## src/sv/pnorm_pkg.sv

```systemverilog
// Shared types and constants of the peak normaliser.
`default_nettype none

package pnorm_pkg;

    // Opcodes carried by an input word
    localparam logic OP_LOAD = 1'b0;
    localparam logic OP_READ = 1'b1;

    // Status codes of a result word
    localparam int unsigned STAT_W = 2;
    localparam logic [STAT_W-1:0] STAT_OK        = 2'd0;
    localparam logic [STAT_W-1:0] STAT_EMPTY     = 2'd1;
    localparam logic [STAT_W-1:0] STAT_PEAK_ZERO = 2'd2;

    // Output scale: the peak maps to 2^FS_BITS - 1
    localparam int unsigned FS_BITS = 15;
    localparam int unsigned OUT_W   = 16;

    // Sequencer states
    typedef enum logic [1:0] {
        S_IDLE,
        S_FETCH,
        S_DIV,
        S_DONE
    } t_state;

endpackage

`default_nettype wire

```

## src/sv/pnorm_div.sv

```systemverilog
// Radix-2 restoring divider: floor(mag * (2^FS_BITS - 1) / divisor), mag <= divisor.
`default_nettype none

module pnorm_div #(
    parameter int unsigned MAG_W = 23
) (
    input  wire logic                            i_clk,
    input  wire logic                            i_rst_n,
    input  wire logic                            i_start,
    input  wire logic [MAG_W-1:0]                i_mag,
    input  wire logic [MAG_W-1:0]                i_divisor,
    output logic                                 o_done,
    output logic      [pnorm_pkg::FS_BITS-1:0]   o_quot
);

    localparam int unsigned FSB   = pnorm_pkg::FS_BITS;
    localparam int unsigned NUM_W = MAG_W + FSB;
    localparam int unsigned CNT_W = $clog2(FSB + 1);

    logic             r_busy;
    logic             r_done;
    logic [CNT_W-1:0] r_cnt;
    logic [NUM_W-1:0] r_num;
    logic [MAG_W-1:0] r_rem;
    logic [FSB-1:0]   r_low;
    logic [FSB-1:0]   r_quot;

    logic [MAG_W:0]   w_trial;
    logic             w_ge;
    logic [MAG_W:0]   w_diff;

    // One quotient bit per step: shift in the next dividend bit, compare, subtract
    assign w_trial = {r_rem, r_low[FSB-1]};
    assign w_ge    = w_trial >= {1'b0, i_divisor};
    assign w_diff  = w_trial - {1'b0, i_divisor};

    // Control
    always_ff @(posedge i_clk) begin
        if (!i_rst_n) begin
            r_busy <= 1'b0;
            r_done <= 1'b0;
            r_cnt  <= '0;
        end else begin
            r_done <= 1'b0;
            if (i_start) begin
                r_busy <= 1'b1;
                r_cnt  <= '0;
            end else if (r_busy) begin
                r_cnt <= r_cnt + CNT_W'(1);
                if (r_cnt == CNT_W'(FSB)) begin
                    r_busy <= 1'b0;
                    r_done <= 1'b1;
                end
            end
        end
    end

    // Datapath: the product mag*(2^FSB - 1) is a shift and a subtract
    always_ff @(posedge i_clk) begin
        if (i_start) begin
            r_num <= {i_mag, {FSB{1'b0}}} - {{FSB{1'b0}}, i_mag};
        end else if (r_busy) begin
            if (r_cnt == '0) begin
                // top part is below the divisor since the quotient fits FSB bits
                r_rem <= r_num[NUM_W-1:FSB];
                r_low <= r_num[FSB-1:0];
            end else begin
                r_rem  <= w_ge ? w_diff[MAG_W-1:0] : w_trial[MAG_W-1:0];
                r_low  <= {r_low[FSB-2:0], 1'b0};
                r_quot <= {r_quot[FSB-2:0], w_ge};
            end
        end
    end

    assign o_done = r_done;
    assign o_quot = r_quot;

endmodule

`default_nettype wire

```

## config.mk

```make
export PLATFORM = sky130hd
export DESIGN_NAME = pnorm_div
export DESIGN_NICKNAME = d
export VERILOG_FILES = /design/src/sv/pnorm_pkg.sv /design/src/sv/pnorm_div.sv
export SDC_FILE = /design/constraint.sdc
export NUM_CORES = 1
export LEC_CHECK = 0
export ABC_AREA = 1
export BUFFER_PORTS_ARGS = -buffer_cell sky130_fd_sc_hd__buf_2
export CAP_MARGIN = 10
export CELL_PAD_IN_SITES_DETAIL_PLACEMENT = 1
export CELL_PAD_IN_SITES_GLOBAL_PLACEMENT = 1
export CORE_MARGIN = 3
export CORE_UTILIZATION = 48
export CTS_CLUSTER_SIZE = 14
export DETAILED_ROUTE_END_ITERATION = 8
export PLACE_DENSITY = 0.87
export SYNTH_ARGS = -nofsm -noshare
export SYNTH_HDL_FRONTEND = slang
export SYNTH_SLANG_ARGS = --single-unit
```

## constraint.sdc

```tcl
create_clock -name i_clk -period 6.1 [get_ports i_clk]
set_input_delay 0.915 -clock i_clk [delete_from_list [all_inputs] [get_ports i_clk]]
set_output_delay 0.915 -clock i_clk [all_outputs]
set_load 0.02 [all_outputs]
```

Word level (Yosys, flattened, before mapping)
Index checks and enable logic that the tools add are counted.
{"block": "totals", "word_cells": 29, "out_inout_bits": 16, "register_bits": 97}
{"block": "op_classes", "n_mux": 7, "n_lt_le_gt_ge": 1, "n_addsub": 3, "n_bitwise": 4, "eq_ne": 1, "reduce_logical": 5}
{"op": "23-bit two-way mux", "count": 2}
{"op": "38-bit by 23-bit subtractor with 38-bit output", "count": 1}
{"op": "24-bit by 23-bit greater-or-equal comparator with 1-bit output", "count": 1}
{"op": "23-bit subtractor", "count": 1}
{"op": "15-bit two-way mux", "count": 1}
{"op": "4-bit by 1-bit adder with 4-bit output (second input constant)", "count": 1}
{"op": "4-bit equality test (second input constant)", "count": 1}
{"op": "4-bit logical NOT", "count": 1}
{"op": "1-bit two-way mux", "count": 4}
{"op": "1-bit inverter", "count": 4}
{"op": "3-bit AND reduction", "count": 1}
{"op": "3-bit OR reduction", "count": 1}
{"op": "2-bit AND reduction", "count": 1}
{"op": "2-bit OR reduction", "count": 1}

Longest topological paths before layout
{"block": "depth", "word_depth": 4, "depth_mapped": 15, "depth_no_buf": 15}

Worst setup path after synthesis
Ideal clock, no wire load.
{"block": "synth_path", "path_kind": "input-to-reg", "start": "in i_start", "end": "reg r_low[0], enable pin", "arrival_ns": 2.522, "cell_stages": 1, "required_time_ns": 5.667, "setup_slack_ns": 3.145, "path_cell_list": "nor2_1"}
{"block": "synth_via", "elab_chain_len": 2}
{"element": "from (decl)", "line": "pnorm_div.sv:9", "source": "input wire logic i_start,"}
{"element": "1-bit inverter (no line)"}
{"element": "2-bit AND reduction (no line)"}
{"element": "to (signal assigned)", "line": "pnorm_div.sv:66", "source": "r_low <= r_num[FSB-1:0];"}
{"element": "to (signal assigned)", "line": "pnorm_div.sv:69", "source": "r_low <= {r_low[FSB-2:0], 1'b0};"}
{"element": "to (decl)", "line": "pnorm_div.sv:25", "source": "logic [FSB-1:0] r_low;"}
Every way passes these cells.
A chain may end at the register's enable or synchronous reset.

Worst setup path after layout
{"block": "layout_path", "start": "in i_divisor[0]", "end": "reg r_rem[20], data pin"}
{"block": "layout_via", "elab_chain_len": 3, "elab_cells_between_ends": 4, "classes_between": "add/sub (1); order compare (1); mux (2)"}
{"element": "from (decl)", "line": "pnorm_div.sv:11", "source": "input wire logic [MAG_W-1:0] i_divisor,"}
{"element": "23-bit subtractor or 24-bit by 23-bit greater-or-equal comparator with 1-bit output (tied branches)", "line": "pnorm_div.sv:35, pnorm_div.sv:34"}
{"element": "23-bit two-way mux (*)", "line": "pnorm_div.sv:68", "source": "r_rem <= w_ge ? w_diff[MAG_W-1:0] : w_trial[MAG_W-1:0];"}
{"element": "23-bit two-way mux (*)", "line": "pnorm_div.sv:63", "source": "if (r_cnt == '0) begin"}
{"element": "to (signal assigned)", "line": "pnorm_div.sv:65", "source": "r_rem <= r_num[NUM_W-1:FSB];"}
{"element": "to (signal assigned)", "line": "pnorm_div.sv:68"}
{"element": "to (decl)", "line": "pnorm_div.sv:24", "source": "logic [MAG_W-1:0] r_rem;"}
Every way passes the cells marked *; elsewhere a longest branch is shown, timed or not.

==> impl_metrics.ini <==
[timing]
timing.hold.ws_ns = 0.453
fmax_ghz = 0.326
fin_crit_ns = 3.06
fin_setup_tns_ns = 0
maxSlewViolCount = 0
fin_crit_sh_pct = 50.2
slew_headroom_pct = 21.7
tightest_slew_ns = 1.17
skew_ns = 0.00916
hold_viol = 0
rsz0062_at_grt = no
finalSetupViolCount = 0

[floorplan]
design.core.area_sq_mm = 0.0140
fp.dieW_microns = 126
io_pins = 65
die_h_microns = 126
initial_utilization_pct = 49.4
core.rowCount = 43
die_area_sq_mm = 0.0159

[drt]
routedWlPerCell_microns = 17.6
dr_total_vias = 6300
drcViolationCount = 0
drt_iter0_drc = 331
first_pass_iters = 4
routed_wl_microns = 21000
antenna_left = 0
post_drt_via_cell_ratio = 5.28

[grt]
grt_max_degree = 48
overflow = 0
grt_pass1_wl_microns = 33800
grt_use_total_pct = 26.7
antenna_found_initial = 0
grt_pass1_vias = 6673

[yosys]
ys_ff_latch = 97
yosys.cell_count.top_type = nand2_1
ys_top_cells_by_area = edfxtp_1, nand2_1, inv_1
synth_top_area_share_pct = 39.5
synth_edf_count = 91
ys_warn_count = 0
syn_avg_cell_area_sq_um = 7.34
synth_top_area_cell = edfxtp_1
ys_seq_area_share_pct = 41.2
syn_area_sq_mm = 0.00692
synthArstFlopShare_pct = 0
synthFlopType = edfxtp_1
synth_cells = 942
netlist_top_cells_count = nand2_1, inv_1, edfxtp_1, nor2_1, nand3_1
synth_nets = 1026
synth_cell_types = 31

[final_layout]
post-route-util_pct = 55.2
fillCellCount = 1854
area_growth_pct = 11.7
drive_gt1_share_pct = 11.5
nNetsFinal = 1092
final_cells = 1193
register_area_sq_mm = 0.00285
antennaDiodeCount = 0
multi_input_area_sq_mm = 0.00340

[clock_network]
clk_pin_slew_ns = 0.07
post_cts_resize_count = 0
cts_buffers = 9
cts_buffer_depth = 2
cts_tree = built
holdBufCountCts = 0
clk_latency_ns = 0.35
cts_setup_buffers = 0
cts_sinks = 97
htreeDepth = 3
cts_root_buf = clkbuf_16

[setup_path]
cp.arrival_ns = 3.17
setup.worst_path.class = in2reg
worst-path-max-fanout = 44
cp_data_required_time_ns = 6.20
start_kind = input pin
endpoint_kind = register

[power]
p_per_area_mw_per_mm2 = 231
power_mw = 1.78
irDropWorstVdd_v = 0.000123
p_leak_nw = 3.79

[placement]
gp_congestion = 0.964
dpl.hpwl_microns = 16300
port_buffers = 64
dp_cells = 1176

[outcome]
outcome = complete, no violations

[min_path]
hold_class = reg2reg

[run]
cap_violations = 0
state kept, by name, indices dropped and copies added, names as in the netlist:
name / count
o_done: 1
o_quot: 15
r_busy: 1
r_cnt: 4
r_low: 15
r_num: 38
r_rem: 23
metal layers:
metal | up-vias | share of wire [%] | track usage, %
met5 | - | 0 | 0
met4 | 0 | 2.7 | 8.83
met3 | 29 | 3.6 | 3.48
met2 | 146 | 50 | 47.3
met1 | 3005 | 44 | 33.6
li1 | 3120 | - | -
kinds of logic (layout without fill, tap and decap cells):
logic type,Yosys count,count (layout),share of synthesized area [%]
simple gates,546,546,33.5
compound gates,55,55,4.21
buf+inv,171,242,9.75
xor+xnor,38,38,4.81
flops,97,97,41.2
fa+ha+maj,35,35,6.44
stage by stage:
step | worst slack (ns) | instance area [sq um]
5_1_grt | 2.85 | 7720
3_3_place_gp | 2.71 | 7420
6_report | 3.04 | 7720
3_5_place_dp | 2.66 | 7420
4_1_cts | 3.04 | 7710
2_1_floorplan | 3.14 | 6920
final timing paths:
path / start / to / slack [ns] / cells past startpoint
worst max-delay path: i_divisor[0] / r_rem[20] / 3.04 / 13
worst min register to register: o_quot[4] / o_quot[5] / 0.45 / 0
worst min-delay path: o_quot[4] / o_quot[5] / 0.45 / 0
worst max register to register: r_rem[6] / r_rem[20] / 3.30 / 13
report_power, final:
group | internal, mW | switching [mW] | total (mW)
clock | 0.317 | 0.252 | 0.569
sequential | 0.786 | 0.0202 | 0.806
combinational | 0.131 | 0.276 | 0.407
placed cells by master, fill, tap and decap left out, types with 21 or more instances in the layout:
master and count:
nand2_1 334, inv_1 158, edfxtp_1 91, nor2_1 86, buf_2 64, nand3_1 59
ha_1 34, xor2_1 29, a21oi_1 27, nor2_2 21
critical path, cell delays in order:
cell     delay [ns]
buf_2          0.10
ha_1           0.21
fa_1           0.44
inv_1          0.10
nand2_1        0.05
nand2_1        0.06
nand3_1        0.08
nand2_1        0.17
nand2_2        0.14
nand4_4        0.49
nand3_1        0.24
nand2_1        0.11
nand2_1        0.06
cell type report:
class                      instances  area share, %
timing repair buffer              68           4.58
clock inverter                     7          0.923
clock buffer                       9           2.92
inverter                         158           7.68
multi-input combinational        674           44.0
sequential                        97           36.9
tap                              180           2.92
No activity file was read; power rests on OpenSTA's default activity.
